===== config.mk =====
export PLATFORM = sky130hd
export DESIGN_NAME = block_map_run_coalescer_flat
export DESIGN_NICKNAME = d
export VERILOG_FILES = /design/src/bmrc_pkg.sv /design/src/bmrc_item_if.sv /design/src/bmrc_run_if.sv /design/src/bmrc_map.sv /design/src/bmrc_coalesce.sv /design/src/block_map_run_coalescer.sv /design/src/flat_wrapper.sv
export SDC_FILE = /design/constraint.sdc
export NUM_CORES = 1
export LEC_CHECK = 0
export BUFFER_PORTS_ARGS = -buffer_cell sky130_fd_sc_hd__buf_2
export CAP_MARGIN = 20
export CORE_ASPECT_RATIO = 1.5
export CORE_MARGIN = 2
export CORE_UTILIZATION = 40
export CTS_CLUSTER_SIZE = 30
export DETAILED_ROUTE_END_ITERATION = 6
export PLACE_DENSITY_LB_ADDON = 0.3
export SLEW_MARGIN = 20
export SYNTH_ARGS = -nofsm -noshare
export SYNTH_HDL_FRONTEND = slang
export SYNTH_SLANG_ARGS = --single-unit

===== constraint.sdc =====
create_clock -name clk -period 31.4 [get_ports clk]
set_input_delay 6.28 -clock clk [delete_from_list [all_inputs] [get_ports clk]]
set_output_delay 6.28 -clock clk [all_outputs]
set_load 0.02 [all_outputs]

===== src/bmrc_pkg.sv =====
`default_nettype none

package bmrc_pkg;

  localparam int unsigned OP_W       = 3;
  localparam int unsigned BLOCK_W    = 48;
  localparam int unsigned COUNT_W    = 15;
  localparam int unsigned BYTE_W     = 64;
  localparam int unsigned LOG_W      = 3;
  localparam int unsigned SHAMT_W    = 5;
  localparam int unsigned CFG_IDX_W  = 1;
  localparam int unsigned CFG_DATA_W = 64;

  // Smallest block is 1 KiB.
  localparam logic [SHAMT_W-1:0] BASE_BLOCK_SHIFT = 5'd10;

  typedef enum logic [OP_W-1:0] {
    OP_START  = 3'd0,
    OP_EXTENT = 3'd1,
    OP_DATA   = 3'd2,
    OP_META   = 3'd3,
    OP_FINISH = 3'd4
  } op_e;

  typedef enum logic [CFG_IDX_W-1:0] {
    CFG_PARTITION_BASE = 1'b0,
    CFG_BLOCK_SIZE_LOG = 1'b1
  } cfg_idx_e;

  typedef enum logic [1:0] {
    CAND_NONE,
    CAND_OFFER,
    CAND_FINISH,
    CAND_START
  } cand_kind_e;

  typedef struct packed {
    logic [OP_W-1:0]    operation;
    logic [BLOCK_W-1:0] block_number;
    logic [COUNT_W-1:0] block_count;
    logic               uninitialized;
    logic [BYTE_W-1:0]  file_size;
  } item_t;

  typedef struct packed {
    cand_kind_e        kind;
    logic [BYTE_W-1:0] offset;
    logic [BYTE_W-1:0] length;
  } cand_t;

endpackage

`default_nettype wire


===== src/bmrc_item_if.sv =====
`default_nettype none

interface bmrc_item_if;
  import bmrc_pkg::*;

  logic               valid;
  logic               ready;
  logic [OP_W-1:0]    operation;
  logic [BLOCK_W-1:0] block_number;
  logic [COUNT_W-1:0] block_count;
  logic               uninitialized;
  logic [BYTE_W-1:0]  file_size;

  modport source (
    output valid, operation, block_number, block_count, uninitialized, file_size,
    input  ready
  );

  modport sink (
    input  valid, operation, block_number, block_count, uninitialized, file_size,
    output ready
  );
endinterface

`default_nettype wire


===== src/bmrc_run_if.sv =====
`default_nettype none

interface bmrc_run_if;
  import bmrc_pkg::*;

  logic              valid;
  logic              ready;
  logic [BYTE_W-1:0] run_offset;
  logic [BYTE_W-1:0] run_length;

  modport source (
    output valid, run_offset, run_length,
    input  ready
  );

  modport sink (
    input  valid, run_offset, run_length,
    output ready
  );
endinterface

`default_nettype wire


===== src/bmrc_map.sv =====
`default_nettype none

module bmrc_map (
  input  wire logic                          clk,
  input  wire logic                          rst,
  input  wire logic                          consume,
  input  wire bmrc_pkg::item_t               item_q,
  input  wire logic [bmrc_pkg::BYTE_W-1:0]   partition_base,
  input  wire logic [bmrc_pkg::LOG_W-1:0]    block_size_log,
  output bmrc_pkg::cand_t                    cand
);
  import bmrc_pkg::*;

  logic [BYTE_W-1:0]  bytes_remaining;
  logic [BYTE_W-1:0]  bytes_remaining_next;

  logic [SHAMT_W-1:0] shamt;
  logic [BYTE_W-1:0]  bs;
  logic [BYTE_W-1:0]  blk_off;
  logic [BYTE_W-1:0]  ext_bytes;
  logic [BYTE_W-1:0]  take_ext;
  logic [BYTE_W-1:0]  first_blk;
  logic [BYTE_W-1:0]  ext_len;
  logic [BYTE_W-1:0]  take_dat;
  logic [BYTE_W-1:0]  run_off;
  logic               blk_zero;

  always_comb begin
    shamt     = BASE_BLOCK_SHIFT + SHAMT_W'(block_size_log);
    bs        = BYTE_W'(1) << shamt;
    blk_off   = BYTE_W'(item_q.block_number) << shamt;
    ext_bytes = BYTE_W'(item_q.block_count) << shamt;
    blk_zero  = (item_q.block_number == '0);
    take_ext  = (ext_bytes < bytes_remaining) ? ext_bytes : bytes_remaining;
    first_blk = (bs < take_ext) ? bs : take_ext;
    // Block zero: the first block is consumed but never mapped.
    ext_len   = blk_zero ? (take_ext - first_blk) : take_ext;
    take_dat  = (bs < bytes_remaining) ? bs : bytes_remaining;
    run_off   = partition_base + (blk_zero ? bs : blk_off);
  end

  always_comb begin
    bytes_remaining_next = bytes_remaining;
    cand.kind   = CAND_NONE;
    cand.offset = run_off;
    cand.length = ext_len;
    case (op_e'(item_q.operation))
      OP_START: begin
        bytes_remaining_next = item_q.file_size;
        cand.kind = CAND_START;
      end
      OP_EXTENT: begin
        bytes_remaining_next = bytes_remaining - take_ext;
        if (!item_q.uninitialized && ext_len != '0) begin
          cand.kind = CAND_OFFER;
        end
      end
      OP_DATA: begin
        cand.length = take_dat;
        if (!blk_zero) begin
          bytes_remaining_next = bytes_remaining - take_dat;
          if (take_dat != '0) begin
            cand.kind = CAND_OFFER;
          end
        end
      end
      OP_META: begin
        cand.length = bs;
        if (!blk_zero && bytes_remaining != '0) begin
          cand.kind = CAND_OFFER;
        end
      end
      OP_FINISH: begin
        cand.kind = CAND_FINISH;
      end
      default: begin
        cand.kind = CAND_NONE;
      end
    endcase
  end

  always_ff @(posedge clk) begin
    if (rst) begin
      bytes_remaining <= '0;
    end else if (consume) begin
      bytes_remaining <= bytes_remaining_next;
    end
  end

endmodule

`default_nettype wire


===== src/bmrc_coalesce.sv =====
`default_nettype none

module bmrc_coalesce (
  input  wire logic            clk,
  input  wire logic            rst,
  input  wire logic            consume,
  input  wire bmrc_pkg::cand_t cand,
  output logic                 can_accept,
  bmrc_run_if.source           run
);
  import bmrc_pkg::*;

  logic              pend_valid;
  logic              pend_valid_next;
  logic [BYTE_W-1:0] pend_offset;
  logic [BYTE_W-1:0] pend_offset_next;
  logic [BYTE_W-1:0] pend_length;
  logic [BYTE_W-1:0] pend_length_next;
  logic [BYTE_W-1:0] pend_end;
  logic [BYTE_W-1:0] pend_end_next;
  logic              emit;
  logic              hit;

  logic              out_valid;
  logic [BYTE_W-1:0] out_offset;
  logic [BYTE_W-1:0] out_length;

  assign can_accept = !out_valid || run.ready;
  assign hit        = pend_valid && (pend_end == cand.offset);

  always_comb begin
    pend_valid_next  = pend_valid;
    pend_offset_next = pend_offset;
    pend_length_next = pend_length;
    pend_end_next    = pend_end;
    emit             = 1'b0;
    case (cand.kind)
      CAND_OFFER: begin
        if (hit) begin
          pend_length_next = pend_length + cand.length;
          pend_end_next    = pend_end + cand.length;
        end else begin
          emit             = pend_valid;
          pend_valid_next  = 1'b1;
          pend_offset_next = cand.offset;
          pend_length_next = cand.length;
          pend_end_next    = cand.offset + cand.length;
        end
      end
      CAND_FINISH: begin
        emit            = pend_valid;
        pend_valid_next = 1'b0;
      end
      CAND_START: begin
        pend_valid_next = 1'b0;
      end
      default: begin
        emit = 1'b0;
      end
    endcase
  end

  always_ff @(posedge clk) begin
    if (rst) begin
      pend_valid <= 1'b0;
      out_valid  <= 1'b0;
    end else begin
      if (consume) begin
        pend_valid <= pend_valid_next;
      end
      if (consume && emit) begin
        out_valid <= 1'b1;
      end else if (run.ready) begin
        out_valid <= 1'b0;
      end
    end
  end

  always_ff @(posedge clk) begin
    if (consume) begin
      pend_offset <= pend_offset_next;
      pend_length <= pend_length_next;
      pend_end    <= pend_end_next;
    end
    if (consume && emit) begin
      out_offset <= pend_offset;
      out_length <= pend_length;
    end
  end

  assign run.valid      = out_valid;
  assign run.run_offset = out_offset;
  assign run.run_length = out_length;

endmodule

`default_nettype wire


===== src/block_map_run_coalescer.sv =====
// Block map run coalescer.
// The item channel carries one block map entry per beat: start of a file
// (loads the file size), extent entry, data block pointer, metadata block
// or finish. The run channel carries finished contiguous device byte runs
// (offset and length); adjacent runs are merged before they leave.
// Configuration (partition base, block size log) is written through
// cfg_wr_en / cfg_index / cfg_data; the user must write it only while no
// item is in flight; the block itself does not enforce this.
// Throughput: one item per cycle while the run channel does not stall.
// An item waits in the input register; the map and merge logic loads any
// run it releases into the run register when the item is consumed. A run
// is only released by the item that breaks it, or by finish, never earlier.
// Reset (synchronous, rst high) clears the remaining byte count, the
// pending run, the input register, the output register and the config.
// Run channel stall: the run register holds its beat; an empty input register
// still takes one more item, then item.ready drops until the run leaves.
`default_nettype none

module block_map_run_coalescer (
  input  wire logic                            clk,
  input  wire logic                            rst,
  bmrc_item_if.sink                            item,
  bmrc_run_if.source                           run,
  input  wire logic                            cfg_wr_en,
  input  wire logic [bmrc_pkg::CFG_IDX_W-1:0]  cfg_index,
  input  wire logic [bmrc_pkg::CFG_DATA_W-1:0] cfg_data
);
  import bmrc_pkg::*;

  // Configuration registers.
  logic [BYTE_W-1:0] partition_base;
  logic [LOG_W-1:0]  block_size_log;

  // Input register.
  logic  in_valid;
  item_t in_item;

  logic  accept;
  logic  consume;
  logic  can_accept;
  cand_t cand;

  // Advance the input register whenever the merge stage can take a result.
  assign consume    = in_valid && can_accept;
  assign item.ready = !in_valid || consume;
  assign accept     = item.valid && item.ready;

  always_ff @(posedge clk) begin
    if (rst) begin
      partition_base <= '0;
      block_size_log <= '0;
    end else if (cfg_wr_en) begin
      case (cfg_idx_e'(cfg_index))
        CFG_PARTITION_BASE: partition_base <= cfg_data[BYTE_W-1:0];
        CFG_BLOCK_SIZE_LOG: block_size_log <= cfg_data[LOG_W-1:0];
        default: begin
          partition_base <= partition_base;
        end
      endcase
    end
  end

  always_ff @(posedge clk) begin
    if (rst) begin
      in_valid <= 1'b0;
    end else if (accept) begin
      in_valid <= 1'b1;
    end else if (consume) begin
      in_valid <= 1'b0;
    end
  end

  // Payload needs no reset; capture on every accepted beat.
  always_ff @(posedge clk) begin
    if (accept) begin
      in_item.operation     <= item.operation;
      in_item.block_number  <= item.block_number;
      in_item.block_count   <= item.block_count;
      in_item.uninitialized <= item.uninitialized;
      in_item.file_size     <= item.file_size;
    end
  end

  // Decode the entry, clip it against the remaining size, form the run.
  bmrc_map u_map (
    .clk            (clk),
    .rst            (rst),
    .consume        (consume),
    .item_q         (in_item),
    .partition_base (partition_base),
    .block_size_log (block_size_log),
    .cand           (cand)
  );

  // Merge with the pending run and drive the run register.
  bmrc_coalesce u_coalesce (
    .clk        (clk),
    .rst        (rst),
    .consume    (consume),
    .cand       (cand),
    .can_accept (can_accept),
    .run        (run)
  );

endmodule

`default_nettype wire


===== src/flat_wrapper.sv =====
// flat-port wrapper written by rule: the top's interface ports become plain ports
module block_map_run_coalescer_flat import bmrc_pkg::*;
  (clk, rst, cfg_wr_en, cfg_index, cfg_data, item_valid, item_operation, item_block_number, item_block_count, item_uninitialized, item_file_size, item_ready, run_valid, run_run_offset, run_run_length, run_ready);
  bmrc_item_if item_i ();
  bmrc_run_if run_i ();
  input  wire logic clk;
  input  wire logic rst;
  input  wire logic cfg_wr_en;
  input  wire logic [bmrc_pkg::CFG_IDX_W-1:0] cfg_index;
  input  wire logic [bmrc_pkg::CFG_DATA_W-1:0] cfg_data;
  input wire logic [$bits(item_i.valid)-1:0] item_valid;
  input wire logic [$bits(item_i.operation)-1:0] item_operation;
  input wire logic [$bits(item_i.block_number)-1:0] item_block_number;
  input wire logic [$bits(item_i.block_count)-1:0] item_block_count;
  input wire logic [$bits(item_i.uninitialized)-1:0] item_uninitialized;
  input wire logic [$bits(item_i.file_size)-1:0] item_file_size;
  output wire logic [$bits(item_i.ready)-1:0] item_ready;
  output wire logic [$bits(run_i.valid)-1:0] run_valid;
  output wire logic [$bits(run_i.run_offset)-1:0] run_run_offset;
  output wire logic [$bits(run_i.run_length)-1:0] run_run_length;
  input wire logic [$bits(run_i.ready)-1:0] run_ready;
  assign item_i.valid = item_valid;
  assign item_i.operation = item_operation;
  assign item_i.block_number = item_block_number;
  assign item_i.block_count = item_block_count;
  assign item_i.uninitialized = item_uninitialized;
  assign item_i.file_size = item_file_size;
  assign item_ready = item_i.ready;
  assign run_valid = run_i.valid;
  assign run_run_offset = run_i.run_offset;
  assign run_run_length = run_i.run_length;
  assign run_i.ready = run_ready;
  block_map_run_coalescer u_core (.clk(clk), .rst(rst), .item(item_i), .run(run_i), .cfg_wr_en(cfg_wr_en), .cfg_index(cfg_index), .cfg_data(cfg_data));
endmodule

# After elaboration in Yosys (flattened, before gate mapping)
# Cells that the tools add are included.
# word_totals
regBits,585
out_inout_bits,130
word_cells,93
# classes
reduce_logical,28
addsub,8
bitwise_logic,2
eq_ne,10
n_lt_le_gt_ge,3
muxes,23
shift,3
# ops
cell,count
64-bit two-way mux,8
64-bit adder,4
64-bit less-than comparator,3
64-bit case mux with 3 select lines,1
64-bit nonzero test,3
64-bit subtractor,3
64-bit case mux with 2 select lines,1
64-bit equality test,1
1-bit by 5-bit left shift with 64-bit output (first input constant),1
15-bit by 5-bit left shift with 64-bit output,1
48-bit by 5-bit left shift with 64-bit output,1
48-bit logical NOT,1
1-bit two-way mux,10
2-bit case mux with 5 select lines,1
3-bit AND reduction,3
3-bit by 2-bit equality test with 1-bit output (second input constant),2
1-bit logical AND,6
2-bit AND reduction,3
2-bit nonzero test,3
4-bit by 3-bit adder with 5-bit output (first input constant),1
2-bit equality test (second input constant),2
1-bit logical NOT,4
2-bit != test (second input constant),2
1-bit case mux with 2 select lines,2
other kinds (8),10

# Longest topological paths before layout
# Gate-level depths: netlist of run 1.
# depth
depth_word,16
ltp_mapped,61

# Hierarchy
# A second synthesis of run 1 with hierarchy kept.
# hier_totals
hier_cells,5067
hier_area_um2,45700.1
# by_module_without_submodules
module,n_inst,cells_per_inst,area_each_um2
bmrc_map,1,2890,19625.1
bmrc_coalesce,1,1740,18765.5
block_map_run_coalescer,1,437,7309.5

# Worst setup path after synthesis of run 1
# Ideal clock, no wire load.
# synth_timing
path_kind,register to register
from,register u_core.block_size_log[1]
to,"register u_core.u_coalesce.out_length[0], in the netlist u_core.u_coalesce.run.run_length[0] (enable)"
period_less_slack_ns,17.624
setup_ns,0.617
setup_slack_ns,13.776
arrival_ns,17.008
path_buffers,8
stages_incl_launch_ff,51
cell_sequence,dfxtp_1 -> ha_1 -> buf_1 -> buf_1 -> mux2_2 -> a22oi_1 -> nor2_1 -> a31oi_1 -> nor2_1 -> ha_1 -> a21o_1 -> a21o_1 -> a221o_1 -> a311oi_1 -> o2111ai_1 -> o21ai_1 -> buf_2 -> buf_1 -> [... 15 more ...] -> mux2i_1 -> ha_1 -> clkbuf_1 -> a21o_1 -> a21o_1 -> a21o_1 -> a211oi_2 -> a41oi_1 -> a2111oi_2 -> nand2_1 -> xnor2_1 -> o21ai_0 -> or4b_2 -> nor4_1 -> a21oi_1 -> ha_1 -> or3_1 -> nor2_1
# synth_via
elab_chain_cells,15
# synth_rtl
element,line_no,text
"start, declared",block_map_run_coalescer.sv:32,logic [LOG_W-1:0] block_size_log;
"start signal, assigned",block_map_run_coalescer.sv:55,CFG_BLOCK_SIZE_LOG: block_size_log <= cfg_data[LOG_W-1:0];
4-bit by 3-bit adder with 5-bit output (*),bmrc_map.sv:29,shamt = BASE_BLOCK_SHIFT + SHAMT_W'(block_size_log);
15-bit by 5-bit left shift with 64-bit output,bmrc_map.sv:32,ext_bytes = BYTE_W'(item_q.block_count) << shamt;
64-bit less-than comparator,bmrc_map.sv:34,take_ext = (ext_bytes < bytes_remaining) ? ext_bytes : bytes_remaining;
64-bit two-way mux,bmrc_map.sv:34,
64-bit less-than comparator,bmrc_map.sv:35,first_blk = (bs < take_ext) ? bs : take_ext;
64-bit two-way mux,bmrc_map.sv:35,
64-bit subtractor,bmrc_map.sv:37,ext_len = blk_zero ? (take_ext - first_blk) : take_ext;
64-bit two-way mux,bmrc_map.sv:37,
64-bit nonzero test,bmrc_map.sv:54,if (!item_q.uninitialized && ext_len != '0) begin
1-bit logical AND,bmrc_map.sv:54,
1-bit two-way mux,bmrc_map.sv:54,
2-bit case mux with 5 select lines,bmrc_map.sv:47,case (op_e'(item_q.operation))
2-bit equality test or 2-bit by 1-bit equality test with 1-bit output (tied branches),bmrc_coalesce.sv:37,case (cand.kind)
1-bit case mux with 2 select lines (*),bmrc_coalesce.sv:37,
1-bit logical AND (*),bmrc_coalesce.sv:85,if (consume && emit) begin
"end signal, assigned",bmrc_coalesce.sv:87,out_length <= pend_length;
"end, declared",bmrc_coalesce.sv:26,logic [BYTE_W-1:0] out_length;
# Mark *: on every way between the ends. The rest lies on a longest branch, timed or not.
# A chain may end at the register's enable or synchronous reset.

# Worst setup path in the final report of run 1
# layout_timing
from,register u_core.block_size_log[0]
to,register u_core.u_coalesce.pend_length[63] (data pin)
# layout_via
elab_chain_cells,11
# layout_rtl
element,line_no,text
4-bit by 3-bit adder with 5-bit output (*),bmrc_map.sv:29,
15-bit by 5-bit left shift with 64-bit output,bmrc_map.sv:32,
64-bit less-than comparator,bmrc_map.sv:34,
64-bit two-way mux,bmrc_map.sv:34,
64-bit less-than comparator,bmrc_map.sv:35,
64-bit two-way mux,bmrc_map.sv:35,
64-bit subtractor,bmrc_map.sv:37,
64-bit two-way mux,bmrc_map.sv:37,
64-bit case mux with 2 select lines,bmrc_map.sv:47,
64-bit adder,bmrc_coalesce.sv:40,pend_length_next = pend_length + cand.length;
64-bit two-way mux (*),bmrc_coalesce.sv:39,if (hit) begin
"end signal, assigned",bmrc_coalesce.sv:82,pend_length <= pend_length_next;
"end, declared",bmrc_coalesce.sv:17,logic [BYTE_W-1:0] pend_length;
# Marked as above.

==> metrics.txt, run 1 <==
Crit. End Element register; Max-Cap Viols 0; sum of negative setup slack 0 ns; postcts setup bufs 0; vias in the first global route 41600; Initial Util 40.2%; RSZ-0062 raised after global routing no; clk sinks 585; Final Hold Viols 0; clk root buf clkbuf_16; total CTS buffers 59; ys flop type edfxtp_1; Tcrit/Tclk final 52.6%; VDD IR max 0.0511 mV; first-pass GRT wire length 269 mm; leakage power 21.2 nW; Worst Clk Skew 0.0512 ns; worst path required time 31.85 ns; Worst Hold Class register to register; most instantiated cells after synthesis nand2_1 (583), a21oi_1 (497), edfxtp_1 (451); cell accounting for the most synthesized area edfxtp_1; routed wire length 186 mm; DR WL/cell 26.7 um; largest net degree at the start of global routing 95; CTS Buffer Depth 3; Resize count post-CTS 0; DR vias 42000; total die area 119000 um^2; Die Y 422 um; Worst Hold Depth 0; H-tree depth 2; Clock Latency Late Sink 0.72 ns; Post-Layout Cell Count 6993; Final Max Tran Viols 0; layout cells sized above 1 12.5%; Cell Rows 153; DRT Pass-1 Iters 6; Cell Area, Synth 46500 um^2; Top delay family on crit path compound AO/OA/AOI/OAI gates; Slowest-stage cell, CP mux2i_2; Die Wd 282 um; Worst path max stage delay 0.94 ns; Post-synth EDFFs 451; most frequent cell after synthesis nand2_1; # fillers 11500; GR met1 Demand/Resource 32.0%; Final setup viols 0; placed cells 6878; Hold Path End u_core.u_coalesce.run.run_offset[4]; Final ANT Viol Nets 0; run status completed; initial antenna violation count 2; CTS tree built; gr busiest metal met2; worst slew pin tran 1.26 ns; asr flop ratio synth 0%; average size of a mapped cell 9.06 um^2; Layout Nets 5970; grt ovf 0; Max-Slew Margin vs Limit 15.3%; met3 Use GR 3.97%; register area share after synthesis 34.9%; Reg2Reg Setup Slack 14.90 ns; reg2reg path depth 53; gr usage total 30.6%; fmax 0.0606 GHz; CP bufs+invs 7; worst reg2reg path startpoint u_core.block_size_log[0]; DP Wirelength 150 mm; cts hold-fix bufs 0; Ys Warns 0; drc violations 0; IO Count 331; DR iter-0 viols 3555; post-synth cell types 104; placer congestion estimate 1.05; R2R Path End u_core.u_coalesce.pend_length[63]; GR met2 Demand/Resource 53.6%; Worst Path Arrival 16.95 ns; top cells by area, synth edfxtp_1 (29%), ha_1 (10%), dfxtp_1 (5.8%); hold_sp u_core.u_coalesce.pend_offset[4]; Seq cells post-synth 585; cell depth of the worst setup path 53; Core Area 116000 um^2; PortBufs 330; Crit Path Max Fanout 64; crit start category register; Yosys top cell area share 29.1%; Tmin final 16.50 ns; Via density 6.01; area grow syn2layout 11.5%; power density relative to cell area 54.8 nW/um^2; crit path kind register to register; Post-Syn Instances 5135; clk slew on worst S/H paths 0.07 ns
==> how the worst max path moves through the flow <==
stage | startpoint | end | slack [ns]
after global routing | u_core.block_size_log[0] | u_core.u_coalesce.pend_length[63] | 14.37
after floorplan | u_core.block_size_log[1] | u_core.u_coalesce.run.run_length[0] | 13.78
after detailed placement | u_core.block_size_log[1] | u_core.u_coalesce.pend_length[63] | 15.32
after CTS | u_core.block_size_log[1] | u_core.u_coalesce.pend_length[63] | 15.32
after global placement | u_core.block_size_log[1] | u_core.u_coalesce.pend_length[63] | 15.37
final | u_core.block_size_log[0] | u_core.u_coalesce.pend_length[63] | 14.90
==> placed cells by master (no fill, tap or decap), types with 24 or more instances in the layout <==
master | synthesis | layout
a211oi_1 | 107 | 107
a21o_1 | 188 | 188
a21oi_1 | 497 | 495
a311oi_1 | 32 | 32
a31oi_1 | 77 | 77
and2_1 | 38 | 35
and3_1 | 59 | 58
buf_2 | 24 | 329
buf_4 | 5 | 59
clkbuf_16 | 0 | 59
conb_1 | 2 | 54
dfxtp_1 | 134 | 132
edfxtp_1 | 451 | 451
ha_1 | 374 | 373
inv_1 | 185 | 184
mux2_2 | 59 | 59
mux2i_1 | 65 | 64
mux4_2 | 41 | 41
nand2_1 | 583 | 582
nand2b_1 | 51 | 49
nand3_1 | 91 | 91
nand4_1 | 79 | 79
nor2_1 | 373 | 370
nor2b_1 | 51 | 48
nor3_1 | 83 | 82
nor4_1 | 49 | 49
o211ai_1 | 46 | 46
o21a_1 | 55 | 55
o21ai_0 | 262 | 261
o21bai_1 | 49 | 49
o31ai_1 | 24 | 24
or2_2 | 28 | 28
or3_1 | 26 | 26
xnor2_1 | 238 | 238
xor2_1 | 113 | 113
==> state kept, by name, indices dropped and copies added, names as in the netlist <==
name / count
u_core.in_item: 131
u_core.partition_base: 64
u_core.u_coalesce.run.run_offset: 64
u_core.in_valid: 1
u_core.u_coalesce.run.run_length: 64
u_core.u_coalesce.pend_offset: 64
u_core.u_coalesce.pend_end: 64
u_core.u_coalesce.pend_length: 64
u_core.u_coalesce.run.valid: 1
u_core.u_coalesce.pend_valid: 1
u_core.u_map.bytes_remaining: 64
u_core.block_size_log: 3
==> kinds of logic (layout without fill, tap and decap cells) <==
family | after synthesis | count (layout) | share of synthesized area, %
simple gates | 1593 | 1593 | 16.3
xor+xnor | 371 | 371 | 7.60
fa+ha+maj | 379 | 379 | 10.3
other cells | 2 | 56 | 0.0161
buf+inv | 434 | 688 | 3.61
flops | 585 | 585 | 34.9
mux | 165 | 165 | 4.81
compound gates | 1606 | 1606 | 22.6
==> where the power goes <==
group | internal [W] | leakage (nW) | switching (W) | total (W)
Combinational | 0.000421 | 15.0 | 0.000755 | 0.00118
Clock | 0.000391 | 0.936 | 0.000347 | 0.000737
Sequential | 0.000889 | 5.30 | 0.0000383 | 0.000927
==> layout make-up <==
cell class / instances / area [um^2] / share of cell area (%)
Antenna cell: 2 / 5.00 / 0.00965
Clock buffer: 69 / 1520 / 2.94
Clock inverter: 43 / 475 / 0.917
Inverter: 187 / 702 / 1.35
Multi-Input combinational cell: 4168 / 28900 / 55.7
Sequential cell: 585 / 16200 / 31.3
Tap cell: 1550 / 1940 / 3.74
Timing Repair Buffer: 389 / 2100 / 4.04
==> metrics by stage <==
step	area, um^2	util (%)	total power [W]	worst slack [ns]	hold slack (ns)
finish	51900	44.9	0.00284	14.90	0.398
global route	51900	44.9	0.00297	14.37	0.411
CTS	51800	44.8	0.00283	15.32	0.385
detailed placement	49800	43.1	0.00208	15.32	0.405
global placement	49800	43.1	0.00209	15.37	0.401
floorplan	46700	-	0.00171	13.78	0.400
==> layer usage <==
layer	wire, um	vias up
met5	15	-
met3	9160	592
li1	-	19700
met2	93000	1612
met4	19400	2
met1	65000	20100
==> worst register-to-register path, delay by kind of cell (launching register included) <==
kind	cells	cell delay [ns]
AOI/OAI and AO/OA	25	6.79
xor gates and xnor gates	2	0.30
muxes	1	0.97
DFF	1	0.51
buffers and inverters	7	2.85
and+or+nand+nor	13	3.29
adders and majority gates	5	1.54
No activity file was read; power rests on OpenSTA's default activity.
==> run 2, diff against run 1 <==
clock period = 15.7 ns   (was 31.4 ns; I/O delays follow)
==> run 2 against run 1 <==
Effect of this change: the run now ends with design-rule violations left; utilization grew 0.20 points; wire length shrank 1.5%; worst setup slack lost 14 ns; critical path depth shrank 4; sequential share of layout area shrank 0.14 points; design area grew 0.45%; combinational power grew 99%; first-iteration DRC count shrank 2.8%.
==> metrics.txt, run 2 (synthesis results as in run 1) <==
run status finished with violations (was completed); failing checks design-rule violations; DR iter-0 viols 3455 (was 3555); PortBufs 330 (unchanged); power density relative to cell area 108 nW/um^2 (was 54.8 nW/um^2); RSZ-0062 raised after global routing no (unchanged); largest net degree at the start of global routing 75 (was 95); DP Wirelength 148 mm (was 150 mm); crit path kind register to register (unchanged); Tmin final 14.81 ns (was 16.50 ns); H-tree depth 2 (unchanged); Via density 5.99 (was 6.01); commonest non-fill, non-tap cell in the layout nand2_1 (unchanged); cts hold-fix bufs 0 (unchanged); IO Count 331 (unchanged); DRT Pass-1 Iters 7 (was 6); Crit. End Element register (unchanged); sum of negative setup slack 0 ns (unchanged); Reg with most FFs u_core.in_item (unchanged); DR vias 42200 (was 42000); routed wire length 184 mm (was 186 mm); Top delay family on crit path compound AO/OA/AOI/OAI gates (unchanged); grt ovf 0 (unchanged); crit start category register (unchanged); total die area 119000 um^2 (unchanged); VDD IR max 0.103 mV (was 0.0511 mV); total CTS buffers 58 (was 59); Clock Latency Late Sink 0.71 ns (was 0.72 ns); most frequent cells in the layout nand2_1 (582), a21oi_1 (496), edfxtp_1 (451) (was nand2_1 (582), a21oi_1 (495), edfxtp_1 (451)); Worst Hold Class register to register (unchanged); Cell Rows 153 (unchanged); Layout Nets 6014 (was 5970); initial antenna violation count 1 (was 2); Resize count post-CTS 0 (unchanged); placer congestion estimate 1.06 (was 1.05); Worst path max stage delay 0.59 ns (was 0.94 ns); Slowest-stage cell, CP dfxtp_4 (was mux2i_2); vias in the first global route 41200 (was 41600); Worst Path Arrival 15.26 ns (was 16.95 ns); area grow syn2layout 12.0% (was 11.5%); pre-CTS setup slack 0.719 ns (was 15.32 ns); postcts setup bufs 0 (unchanged); Final Max Tran Viols 0 (unchanged); clk sinks 585 (unchanged); drc violations 6 (was 0); Crit Path Max Fanout 36 (was 64); PnR worst setup slack 0.894 ns (was 14.90 ns); DR WL/cell 26.1 um (was 26.7 um); worst path required time 16.16 ns (was 31.85 ns); Final ANT Viol Nets 0 (unchanged); leakage power 21.4 nW (was 21.2 nW); first-pass GRT wire length 265 mm (was 269 mm); Tcrit/Tclk final 94.3% (was 52.6%); Final Hold Viols 0 (unchanged); Initial Util 40.2% (unchanged); Final setup viols 0 (unchanged); Core Area 116000 um^2 (unchanged); fmax 0.0675 GHz (was 0.0606 GHz); number of flip-flops in the largest register 131 (unchanged); clk slew on worst S/H paths 0.06 ns (was 0.07 ns); gr usage total 30.1% (was 30.6%); Max-Cap Viols 0 (unchanged); Die Y 422 um (unchanged); Die Wd 282 um (unchanged); CP bufs+invs 4 (was 7); Max-Slew Margin vs Limit 22.6% (was 15.3%); layout cells sized above 1 13.2% (was 12.5%); Worst Clk Skew 0.0474 ns (was 0.0512 ns); clk root buf clkbuf_16 (unchanged); CTS tree built (unchanged); Fin Hold WS 0.414 ns (was 0.398 ns); worst slew pin tran 1.16 ns (was 1.26 ns); CTS Buffer Depth 3 (unchanged)
==> run 2: stage by stage <==
stage	utilization, %	power (W)	instance area (um^2)	instances
global placement	43.4	0.00416	50200	6923
CTS	45.0	0.00557	52100	7031
detailed placement	43.4	0.00416	50200	6923
finish	45.1	0.00560	52100	7034
global route	45.1	0.00586	52100	7032
floorplan	-	0.00342	46700	5187
==> run 2: final timing paths <==
path | cells after the start | slack [ns] | from | to
max | 49 | 0.89 | u_core.block_size_log[1] | u_core.u_coalesce.pend_length[61]
min | 0 | 0.41 | u_core.u_coalesce.pend_offset[35] | u_core.u_coalesce.run.run_offset[35]
max reg2reg | 49 | 0.89 | u_core.block_size_log[1] | u_core.u_coalesce.pend_length[61]
min reg2reg | 0 | 0.41 | u_core.u_coalesce.pend_offset[35] | u_core.u_coalesce.run.run_offset[35]
==> run 2: layer usage <==
| layer | wire (um) | track usage, % | vias to the layer above |
|---|---|---|---|
| met5 | 0 | 0 | - |
| met4 | 18700 | 25.2 | 0 |
| met3 | 9970 | 4.29 | 585 |
| met2 | 90500 | 52.2 | 1725 |
| met1 | 64500 | 31.9 | 20100 |
| li1 | - | - | 19800 |
==> run 2: area by class of cell <==
| cell class | instances | area [um^2] |
|---|---|---|
| timing repair buffer | 434 | 2450 |
| clock inverter | 36 | 329 |
| inverter | 187 | 702 |
| tap | 1550 | 1940 |
| clock buffer | 72 | 1530 |
| fill | 11500 | 63500 |
| antenna | 2 | 5.00 |
| multi-input combinational | 4168 | 28900 |
| sequential | 585 | 16200 |
==> run 2: power breakdown <==
part	leakage (nW)	internal, W	total (W)	switching, W
logic	15.2	0.000856	0.00235	0.00149
clock network	0.911	0.000738	0.00140	0.000659
registers	5.30	0.00178	0.00186	0.0000792
total	21.4	0.00337	0.00560	0.00223
